File: src/sv/pfbi_pkg.sv
// Package with the shared types and constants of the prime-field batch inverter.
`timescale 1ns / 1ps
package pfbi_pkg;
    localparam int VW = 13;
    localparam int PW = 6;

    typedef struct packed {
        logic [VW-1:0] value;
        logic          last;
    } t_item;
endpackage

File: src/sv/prime_field_batch_inverse.sv
// Top level of the prime-field batch inverter.
//
// Usage: present an element on i_value with i_last marking the final element
// of a batch and raise start; the transfer takes place at an edge where start
// is high and busy is low. The front end reduces each value modulo the prime
// by reciprocal multiplication, first the quotient and then the remainder,
// and hands it to a two-entry queue, waiting while the queue is full; busy
// stays high from each transfer until the item enters the queue. The back
// end uses one bit-serial multiplier; each element after the first of a batch
// is multiplied into the prefix product. When a batch closes (i_last, or the
// store full) the final product is raised to the power MODULUS-2 by square
// and multiply (25 products for 8191), then the backward walk takes two
// products per element after the first, after which the inverses leave in
// input order, each marked by o_valid for one cycle with its position and
// o_final_res on the last. A batch holding a zero element gives a single
// result with o_error set. The receiver cannot stall.
// Synchronous reset empties the queue and the open batch; the stores are not
// cleared, as entries are always written before they are read.
`timescale 1ns / 1ps
module prime_field_batch_inverse import pfbi_pkg::*; #(
    parameter int MODULUS   = 8191,
    parameter int MAX_BATCH = 64
) (
    input  logic          i_clk,
    input  logic          i_rst_n,
    input  logic          start,
    output logic          busy,
    input  logic [VW-1:0] i_value,
    input  logic          i_last,
    output logic          o_valid,
    output logic [VW-1:0] o_inverse,
    output logic [PW-1:0] o_position,
    output logic          o_final_res,
    output logic          o_error
);
    logic  push;
    logic  full;
    logic  pop;
    logic  q_valid;
    t_item f_item;
    t_item q_item;

    pfbi_front #(.MODULUS(MODULUS)) u_front (
        .i_clk   (i_clk),
        .i_rst_n (i_rst_n),
        .i_start (start),
        .i_value (i_value),
        .i_last  (i_last),
        .o_busy  (busy),
        .o_push  (push),
        .o_item  (f_item),
        .i_full  (full)
    );

    pfbi_queue u_queue (
        .i_clk   (i_clk),
        .i_rst_n (i_rst_n),
        .i_push  (push),
        .i_item  (f_item),
        .o_full  (full),
        .i_pop   (pop),
        .o_valid (q_valid),
        .o_item  (q_item)
    );

    pfbi_back #(.MODULUS(MODULUS), .MAX_BATCH(MAX_BATCH)) u_back (
        .i_clk       (i_clk),
        .i_rst_n     (i_rst_n),
        .i_valid     (q_valid),
        .i_item      (q_item),
        .o_pop       (pop),
        .o_valid     (o_valid),
        .o_inverse   (o_inverse),
        .o_position  (o_position),
        .o_final_res (o_final_res),
        .o_error     (o_error)
    );

    // An error result is always the sole, final result with zero payload.
    assert property (@(posedge i_clk) disable iff (!i_rst_n)
        o_valid && o_error |-> o_final_res && o_inverse == '0 && o_position == '0)
        else $error("malformed error result");

    // Every inverse is a reduced residue.
    assert property (@(posedge i_clk) disable iff (!i_rst_n)
        o_valid |-> (14)'(o_inverse) < (14)'(MODULUS))
        else $error("inverse not reduced");

    // Results never come in consecutive cycles.
    assert property (@(posedge i_clk) disable iff (!i_rst_n)
        o_valid |=> !o_valid)
        else $error("back-to-back results");

    // The queue is never pushed when full.
    assert property (@(posedge i_clk) disable iff (!i_rst_n)
        push |-> !full)
        else $error("queue overflow");
endmodule

File: src/sv/pfbi_mul.sv
// Bit-serial modular multiplier, one bit of the second operand per cycle.
`timescale 1ns / 1ps
module pfbi_mul import pfbi_pkg::*; #(
    parameter int MODULUS = 8191
) (
    input  logic          i_clk,
    input  logic          i_rst_n,
    input  logic          i_start,
    input  logic [VW-1:0] i_a,
    input  logic [VW-1:0] i_b,
    output logic          o_done,
    output logic [VW-1:0] o_product
);
    localparam logic [VW+1:0] M = (VW+2)'(MODULUS);

    logic          r_busy;
    logic          r_done;
    logic [3:0]    r_k;
    logic [VW-1:0] r_a;
    logic [VW-1:0] r_b;
    logic [VW-1:0] r_acc;
    logic [VW+1:0] dbl;
    logic [VW+1:0] dbl_red;
    logic [VW+1:0] sum;
    logic [VW+1:0] sum_red;

    // One interleaved step: double, reduce, add the operand if the bit is set, reduce.
    always_comb begin
        dbl     = {1'b0, r_acc, 1'b0};
        dbl_red = (dbl >= M) ? dbl - M : dbl;
        sum     = dbl_red + (r_b[r_k] ? {2'b00, r_a} : '0);
        sum_red = (sum >= M) ? sum - M : sum;
    end

    always_ff @(posedge i_clk) begin
        if (!i_rst_n) begin
            r_busy <= 1'b0;
            r_done <= 1'b0;
        end else begin
            if (i_start) begin
                r_busy <= 1'b1;
                r_done <= 1'b0;
                r_a    <= i_a;
                r_b    <= i_b;
                r_acc  <= '0;
                r_k    <= 4'(VW - 1);
            end else if (r_busy) begin
                r_acc  <= sum_red[VW-1:0];
                r_k    <= r_k - 4'd1;
                r_done <= (r_k == 4'd0);
                if (r_k == 4'd0) begin
                    r_busy <= 1'b0;
                end
            end else begin
                r_done <= 1'b0;
            end
        end
    end

    assign o_done    = r_done;
    assign o_product = r_acc;
endmodule

File: src/sv/pfbi_front.sv
// Front end: accepts an item and reduces its value modulo the prime by reciprocal multiplication.
`timescale 1ns / 1ps
module pfbi_front import pfbi_pkg::*; #(
    parameter int MODULUS = 8191
) (
    input  logic          i_clk,
    input  logic          i_rst_n,
    input  logic          i_start,
    input  logic [VW-1:0] i_value,
    input  logic          i_last,
    output logic          o_busy,
    output logic          o_push,
    output t_item         o_item,
    input  logic          i_full
);
    // Rounded-up reciprocal scaled by 2^(2*VW); exact quotient for every VW-bit value.
    localparam logic [2*VW-1:0] RECIP =
        (2*VW)'(((1 << (2*VW)) + MODULUS - 1) / MODULUS);
    localparam logic [VW-1:0] M = VW'(MODULUS);

    logic            r_hold;
    logic            r_done;
    logic            r_phase;
    logic [VW-1:0]   r_r;
    logic [VW-1:0]   r_q;
    logic            r_last;
    logic [3*VW-1:0] quot_full;
    logic [2*VW-1:0] back_mul;

    assign quot_full = (3*VW)'(r_r) * (3*VW)'(RECIP);
    assign back_mul  = (2*VW)'(r_q) * (2*VW)'(M);

    always_ff @(posedge i_clk) begin
        if (!i_rst_n) begin
            r_hold <= 1'b0;
            r_done <= 1'b0;
        end else begin
            if (i_start && !r_hold) begin
                // Take the transfer and begin the reduction.
                r_hold  <= 1'b1;
                r_done  <= 1'b0;
                r_phase <= 1'b0;
                r_r     <= i_value;
                r_last  <= i_last;
            end else if (r_hold && !r_done) begin
                // First the quotient, then the remainder.
                if (!r_phase) begin
                    r_q     <= quot_full[3*VW-1:2*VW];
                    r_phase <= 1'b1;
                end else begin
                    r_r    <= r_r - back_mul[VW-1:0];
                    r_done <= 1'b1;
                end
            end else if (r_hold && r_done && !i_full) begin
                r_hold <= 1'b0;
            end
        end
    end

    assign o_busy       = r_hold;
    assign o_push       = r_hold && r_done && !i_full;
    assign o_item.value = r_r;
    assign o_item.last  = r_last;
endmodule

File: src/sv/pfbi_queue.sv
// Two-entry queue between the front end and the back end.
`timescale 1ns / 1ps
module pfbi_queue import pfbi_pkg::*; (
    input  logic  i_clk,
    input  logic  i_rst_n,
    input  logic  i_push,
    input  t_item i_item,
    output logic  o_full,
    input  logic  i_pop,
    output logic  o_valid,
    output t_item o_item
);
    t_item      r_mem [2];
    logic       r_wp;
    logic       r_rp;
    logic [1:0] r_cnt;

    always_ff @(posedge i_clk) begin
        if (!i_rst_n) begin
            r_wp  <= 1'b0;
            r_rp  <= 1'b0;
            r_cnt <= 2'd0;
        end else begin
            if (i_push) begin
                r_mem[r_wp] <= i_item;
                r_wp        <= ~r_wp;
            end
            if (i_pop) begin
                r_rp <= ~r_rp;
            end
            r_cnt <= r_cnt + 2'(i_push) - 2'(i_pop);
        end
    end

    assign o_full  = (r_cnt == 2'd2);
    assign o_valid = (r_cnt != 2'd0);
    assign o_item  = r_mem[r_rp];
endmodule

File: src/sv/pfbi_back.sv
// Back end: prefix products, Fermat inversion, backward walk and ordered emission.
`timescale 1ns / 1ps
module pfbi_back import pfbi_pkg::*; #(
    parameter int MODULUS   = 8191,
    parameter int MAX_BATCH = 64
) (
    input  logic          i_clk,
    input  logic          i_rst_n,
    input  logic          i_valid,
    input  t_item         i_item,
    output logic          o_pop,
    output logic          o_valid,
    output logic [VW-1:0] o_inverse,
    output logic [PW-1:0] o_position,
    output logic          o_final_res,
    output logic          o_error
);
    localparam int AW = (MAX_BATCH > 1) ? $clog2(MAX_BATCH) : 1;
    localparam int CW = $clog2(MAX_BATCH + 1);
    localparam logic [VW-1:0] EXP = VW'(MODULUS - 2);

    typedef enum logic [3:0] {
        S_IDLE, S_PMUL, S_WR, S_PSQ, S_PMP, S_WRD, S_WMA, S_WMB, S_W0, S_ERD, S_EMIT, S_ERR
    } t_state;

    t_state        r_state;
    logic          r_wait;
    logic [CW-1:0] r_count;
    logic          r_zero;
    logic [VW-1:0] r_v;
    logic          r_last;
    logic [VW-1:0] r_p;
    logic [VW-1:0] r_acc;
    logic [VW-1:0] r_inv;
    logic [3:0]    r_k;
    logic [AW-1:0] r_i;
    logic [AW-1:0] r_n1;
    logic [VW-1:0] r_elem [MAX_BATCH];
    logic [VW-1:0] r_pre  [MAX_BATCH];
    logic [VW-1:0] r_erd;
    logic [VW-1:0] r_prd;

    logic          mul_start;
    logic          mul_done;
    logic [VW-1:0] mul_a;
    logic [VW-1:0] mul_b;
    logic [VW-1:0] mul_p;
    logic          e_we;
    logic [AW-1:0] e_wa;
    logic [VW-1:0] e_wd;
    logic [AW-1:0] idx;

    assign idx = r_count[AW-1:0];

    pfbi_mul #(.MODULUS(MODULUS)) u_mul (
        .i_clk     (i_clk),
        .i_rst_n   (i_rst_n),
        .i_start   (mul_start),
        .i_a       (mul_a),
        .i_b       (mul_b),
        .o_done    (mul_done),
        .o_product (mul_p)
    );

    // Operand selection and start strobe for the shared multiplier.
    always_comb begin
        mul_a     = r_acc;
        mul_b     = r_acc;
        mul_start = 1'b0;
        case (r_state)
            S_PMUL: begin
                mul_a     = r_p;
                mul_b     = r_v;
                mul_start = !r_wait && (r_count != '0);
            end
            S_PSQ: mul_start = !r_wait;
            S_PMP: begin
                mul_b     = r_p;
                mul_start = !r_wait;
            end
            S_WMA: begin
                mul_b     = r_prd;
                mul_start = !r_wait;
            end
            S_WMB: begin
                mul_b     = r_erd;
                mul_start = !r_wait;
            end
            default: ;
        endcase
    end

    // Element store write port, shared by loading, the walk and the final inverse.
    always_comb begin
        e_we = 1'b0;
        e_wa = idx;
        e_wd = r_v;
        case (r_state)
            S_WR: e_we = 1'b1;
            S_WMB: begin
                e_we = r_wait && mul_done;
                e_wa = r_i;
                e_wd = r_inv;
            end
            S_W0: begin
                e_we = 1'b1;
                e_wa = '0;
                e_wd = r_acc;
            end
            default: ;
        endcase
    end

    // Stores with registered reads.
    always_ff @(posedge i_clk) begin
        if (e_we) begin
            r_elem[e_wa] <= e_wd;
        end
        if (r_state == S_WR) begin
            r_pre[idx] <= r_p;
        end
        r_erd <= r_elem[r_i];
        r_prd <= r_pre[r_i - AW'(1)];
    end

    assign o_pop = (r_state == S_IDLE) && i_valid;

    // Sequencer with registered result outputs.
    always_ff @(posedge i_clk) begin
        if (!i_rst_n) begin
            r_state <= S_IDLE;
            r_wait  <= 1'b0;
            r_count <= '0;
            r_zero  <= 1'b0;
            o_valid <= 1'b0;
        end else begin
            o_valid <= (r_state == S_EMIT) || (r_state == S_ERR);
            if (mul_start) begin
                r_wait <= 1'b1;
            end
            case (r_state)
                S_IDLE: begin
                    if (i_valid) begin
                        r_v     <= i_item.value;
                        r_last  <= i_item.last;
                        r_state <= S_PMUL;
                    end
                end
                S_PMUL: begin
                    if (r_count == '0) begin
                        r_p     <= r_v;
                        r_state <= S_WR;
                    end else if (r_wait && mul_done) begin
                        r_wait  <= 1'b0;
                        r_p     <= mul_p;
                        r_state <= S_WR;
                    end
                end
                S_WR: begin
                    if (r_last || r_count == CW'(MAX_BATCH - 1)) begin
                        r_n1 <= idx;
                        r_i  <= idx;
                        if (r_zero || r_v == '0) begin
                            r_state <= S_ERR;
                        end else begin
                            r_acc   <= VW'(1);
                            r_k     <= 4'(VW - 1);
                            r_state <= S_PSQ;
                        end
                    end else begin
                        r_zero  <= r_zero || (r_v == '0);
                        r_count <= r_count + CW'(1);
                        r_state <= S_IDLE;
                    end
                end
                S_PSQ, S_PMP: begin
                    if (r_wait && mul_done) begin
                        r_wait <= 1'b0;
                        r_acc  <= mul_p;
                        if (r_state == S_PSQ && EXP[r_k]) begin
                            r_state <= S_PMP;
                        end else if (r_k == 4'd0) begin
                            r_state <= (r_i == '0) ? S_W0 : S_WRD;
                        end else begin
                            r_k     <= r_k - 4'd1;
                            r_state <= S_PSQ;
                        end
                    end
                end
                S_WRD: r_state <= S_WMA;
                S_WMA: begin
                    if (r_wait && mul_done) begin
                        r_wait  <= 1'b0;
                        r_inv   <= mul_p;
                        r_state <= S_WMB;
                    end
                end
                S_WMB: begin
                    if (r_wait && mul_done) begin
                        r_wait  <= 1'b0;
                        r_acc   <= mul_p;
                        r_i     <= r_i - AW'(1);
                        r_state <= (r_i == AW'(1)) ? S_W0 : S_WRD;
                    end
                end
                S_W0: begin
                    r_i     <= '0;
                    r_state <= S_ERD;
                end
                S_ERD: r_state <= S_EMIT;
                S_EMIT: begin
                    o_inverse   <= r_erd;
                    o_position  <= PW'(r_i);
                    o_final_res <= (r_i == r_n1);
                    o_error     <= 1'b0;
                    if (r_i == r_n1) begin
                        r_count <= '0;
                        r_zero  <= 1'b0;
                        r_state <= S_IDLE;
                    end else begin
                        r_i     <= r_i + AW'(1);
                        r_state <= S_ERD;
                    end
                end
                S_ERR: begin
                    o_inverse   <= '0;
                    o_position  <= '0;
                    o_final_res <= 1'b1;
                    o_error     <= 1'b1;
                    r_count     <= '0;
                    r_zero      <= 1'b0;
                    r_state     <= S_IDLE;
                end
                default: r_state <= S_IDLE;
            endcase
        end
    end
endmodule

File: config.mk
export PLATFORM = sky130hd
export DESIGN_NAME = prime_field_batch_inverse
export DESIGN_NICKNAME = d
export VERILOG_FILES = /design/src/sv/pfbi_pkg.sv /design/src/sv/prime_field_batch_inverse.sv /design/src/sv/pfbi_mul.sv /design/src/sv/pfbi_front.sv /design/src/sv/pfbi_queue.sv /design/src/sv/pfbi_back.sv
export SDC_FILE = /design/constraint.sdc
export NUM_CORES = 2
export LEC_CHECK = 0
export BUFFER_PORTS_ARGS = -buffer_cell sky130_fd_sc_hd__buf_4
export CAP_MARGIN = 15
export CORE_ASPECT_RATIO = 1.75
export CORE_MARGIN = 1.5
export CORE_UTILIZATION = 62
export DETAILED_ROUTE_END_ITERATION = 8
export PLACE_DENSITY_LB_ADDON = 0.05
export SLEW_MARGIN = 20
export SYNTH_ARGS = -nofsm -noshare
export SYNTH_HDL_FRONTEND = slang
export SYNTH_SLANG_ARGS = --single-unit
File: constraint.sdc
create_clock -name i_clk -period 13.14 [get_ports i_clk]
set_input_delay 3.285 -clock i_clk [delete_from_list [all_inputs] [get_ports i_clk]]
set_output_delay 3.285 -clock i_clk [all_outputs]
set_load 0.01 [all_outputs]
==> flow_summary.yaml <==
drt:
  wl_um: 180000
  dr.pass1.iters: 7
  vias_per_cell: 6.64
  drt_iter0_drc: 3649
  vias: 36400
  drc: 0
  wl_per_cell_um: 32.9
  detail-route-antenna-nets: 0
grt:
  met1_usage_pct: 34.9
  grtUsageMet2_pct: 54.0
  grt_busiest_layer: "met2"
  grt_pass1_vias: 37800
  grt_pass1_wl_um: 260000
  grt_usage_pct: 30.0
  antenna_found_initial: 2
  overflow: 0
  grt_max_degree: 145
  met3_usage_pct: 3.99
clock_tree:
  cts_tree: "yes"
  cts_setup_buffers: 0
  htreeDepth: 4
  ctsResizeCount: 0
  cts_hold_buf: 0
  clock_path_buffers: 3
  path_clk_slew_ps: 70
  cts_buffers: 158
  clock_latency_ps: 800
  cts_sinks: 1890
  cts_root_buf: "clkbuf_16"
logic_synthesis:
  yosysUniqueCellTypes: 80
  async_reset_ff_share_pct: 0
  synth_edf_count: 1841
  synth_top_area_share_pct: 73.6
  synth_ff_type: "edfxtp_1"
  ys_ff_latch: 1890
  syn_area_per_cell_um2: 20.9
  netlist_area_um2: 75100
  synth_nets: 3641
  yosysTopAreaCell: "edfxtp_1"
  yosysSeqAreaShare_pct: 74.9
  ys_warn_count: 0
  ys_top_cells_by_area: "edfxtp_1 74%, mux4_2 16%, dfxtp_1 1.3%"
  syn_inst: 3586
sta:
  fin_skew_ps: 23.8
  tightest_slew_ps: 1180
  hold_viol_final: 0
  finalMaxSlewViolations: 0
  whs_ps: 471
  min_period_ps: 5310
  fin_tns_setup_ps: 0
  slew_headroom_pct: 21.6
  finalSetupViolations: 0
  max_freq_mhz: 188
  rsz0062_at_grt: "false"
  period_share_pct: 40.4
cells_and_area:
  final_cell_mix: "1841 x edfxtp_1, 536 x mux4_2, 172 x nor2_1, 167 x clkbuf_16, 166 x buf_4"
  fill_cells: 7400
  area_growth_pct: 10.7
  multiInputGateArea_um2: 18300
  fin_nets: 3792
  register_area_um2: 56300
  drive_gt1_share_pct: 27.9
  final_common_cell: "edfxtp_1"
worst_setup_path:
  path_cells: "mux4_2 > mux2i_1 > nor2_1 > a21oi_1 > nand2b_1 > inv_1 > ha_1 > a211oi_4 > o211ai_1 > a2111oi_0 > o31a_1 > o31a_1 > mux2_4"
  path_depth: 13
  startpoint_type: "register"
  reg2regPathDepth: 13
  r2r_start: "u_back.u_mul.r_k[0]"
  cp-endpoint: "u_back.u_mul.o_product[1]"
  arrival_ps: 5850
  path_buf_inv: 1
  crit_type: "register to register"
  reg2reg_to: "u_back.u_mul.o_product[1]"
  critPathTopFamily: "compound AO/OA/AOI/OAI gates"
  required_ps: 13680
  path_common_cell: "o31a_1"
  reg2reg_setup_slack_ps: 7830
  crit_fanout: 13
  startpoint: "u_back.u_mul.r_k[0]"
  slowest_stage: "a2111oi_0"
  cpPeakStageDelay_ps: 720
  critPathCaptureType: "register"
min_path:
  hp-class: "register to register"
floorplan:
  die_w_um: 266
  core-area_um2: 120000
  die_h_um: 463
  dieArea_um2: 123000
  io_pins: 40
  rows: 168
  start_util_pct: 62.6
placement:
  hpwl_um: 116000
  routabilityCongestion: 0.900
  io_buffers: 39
power_and_ir_drop:
  p_per_area_nw_per_um2: 150
  irDropWorstVdd_uv: 163
  p_leak_nw: 26.0
status:
  outcome: "complete, no violations"
job:
  maxCapViolations: 0
## worst register-to-register path, cell delays in order (launching register included)
cell,delay (ps)
edfxtp_1,520
mux4_2,550
mux2i_1,160
nor2_1,50
a21oi_1,710
nand2b_1,240
inv_1,50
ha_1,300
a211oi_4,320
o211ai_1,240
a2111oi_0,720
o31a_1,550
o31a_1,330
mux2_4,320
## power breakdown
group	total, mW	leakage (nW)	internal, mW	switching (mW)
combinational	0.877	6.55	0.274	0.603
clock	4.67	2.48	2.58	2.09
sequential	6.96	17.0	6.88	0.0809
## logic make-up (layout without fill, tap and decap cells)
logic type,Yosys count,after routing,share of synthesized area [%]
other cells,0,4,0
compound gates,246,246,2.28
xor+xnor,45,45,0.525
buf+inv,212,486,1.16
mux,595,595,16.9
fa+ha+maj,38,38,0.653
simple gates,560,560,3.50
flops,1890,1890,74.9
## cell usage after synthesis (23+ instances only)
| cell | n |
|---|---|
| a21oi_1 | 68 |
| a22oi_1 | 26 |
| and2_1 | 36 |
| buf_1 | 23 |
| buf_2 | 36 |
| clkbuf_1 | 115 |
| dfxtp_1 | 49 |
| edfxtp_1 | 1841 |
| ha_1 | 36 |
| inv_1 | 27 |
| mux2_2 | 40 |
| mux4_2 | 536 |
| nand2_1 | 115 |
| nand3_1 | 33 |
| nor2_1 | 228 |
| nor2b_1 | 38 |
| nor3_1 | 34 |
| o21ai_0 | 38 |
| xor2_1 | 25 |
## layout make-up
| type | count | share of cell area (%) |
|---|---|---|
| antenna | 4 | 0.0120 |
| clock buffer | 201 | 5.22 |
| clock inverter | 82 | 0.887 |
| inverter | 30 | 0.136 |
| multi-input combinational | 1484 | 22.0 |
| sequential | 1890 | 67.7 |
| tap | 1615 | 2.43 |
| timing repair buffer | 173 | 1.62 |
## metal layers
layer  up-vias  share of wire (%)
met5         -                  0
met4         0                5.9
met3       405                5.5
met2      1512                 55
met1     19200                 34
li1      15200                  -
## worst min-delay path by stage
stage                        start             endpoint  depth (start not counted)  slack [ps]
finish              u_front.r_last  u_queue.r_mem[1][0]                          0         470
global route        u_front.r_last  u_queue.r_mem[0][0]                          0         470
CTS                 u_front.r_last  u_queue.r_mem[1][0]                          0         470
detailed placement  u_front.r_last  u_queue.r_mem[1][0]                          0         450
global placement    u_front.r_last  u_queue.r_mem[0][0]                          0         430
floorplan           u_front.r_last  u_queue.r_mem[0][0]                          0         420
## state kept, by name (all words and copies together), names as in the netlist, 4 cells and up, named ones only
register and count:
u_back.r_inv 13, u_back.r_prd 13, u_front.r_r 13, u_back.r_n1 6
u_back.r_acc 13, u_back.o_position 6, u_back.r_k 4, u_back.r_pre 832
u_back.u_mul.r_b 13, u_back.r_count 7, u_back.u_mul.r_a 13, u_queue.r_mem 28
u_back.r_i 6, u_back.r_v 13, u_back.r_elem 832, u_back.r_p 13
u_back.u_mul.r_k 4, u_back.r_state 4, u_back.u_mul.o_product 13, u_back.o_inverse 13
u_back.r_erd 13
## through the flow
stage | total power, mW | instances | setup slack, ps | instance area (um2) | util (%)
floorplan | 7.59 | 3586 | 7300 | 75100 | -
global placement | 7.93 | 5186 | 7800 | 77800 | 64.8
detailed placement | 7.97 | 5191 | 7690 | 78000 | 65.0
CTS | 12.6 | 5474 | 7690 | 83000 | 69.2
global route | 12.8 | 5479 | 7330 | 83100 | 69.2
finish | 12.5 | 5479 | 7830 | 83100 | 69.2
Note: power is estimated with default switching activity, not from simulation.
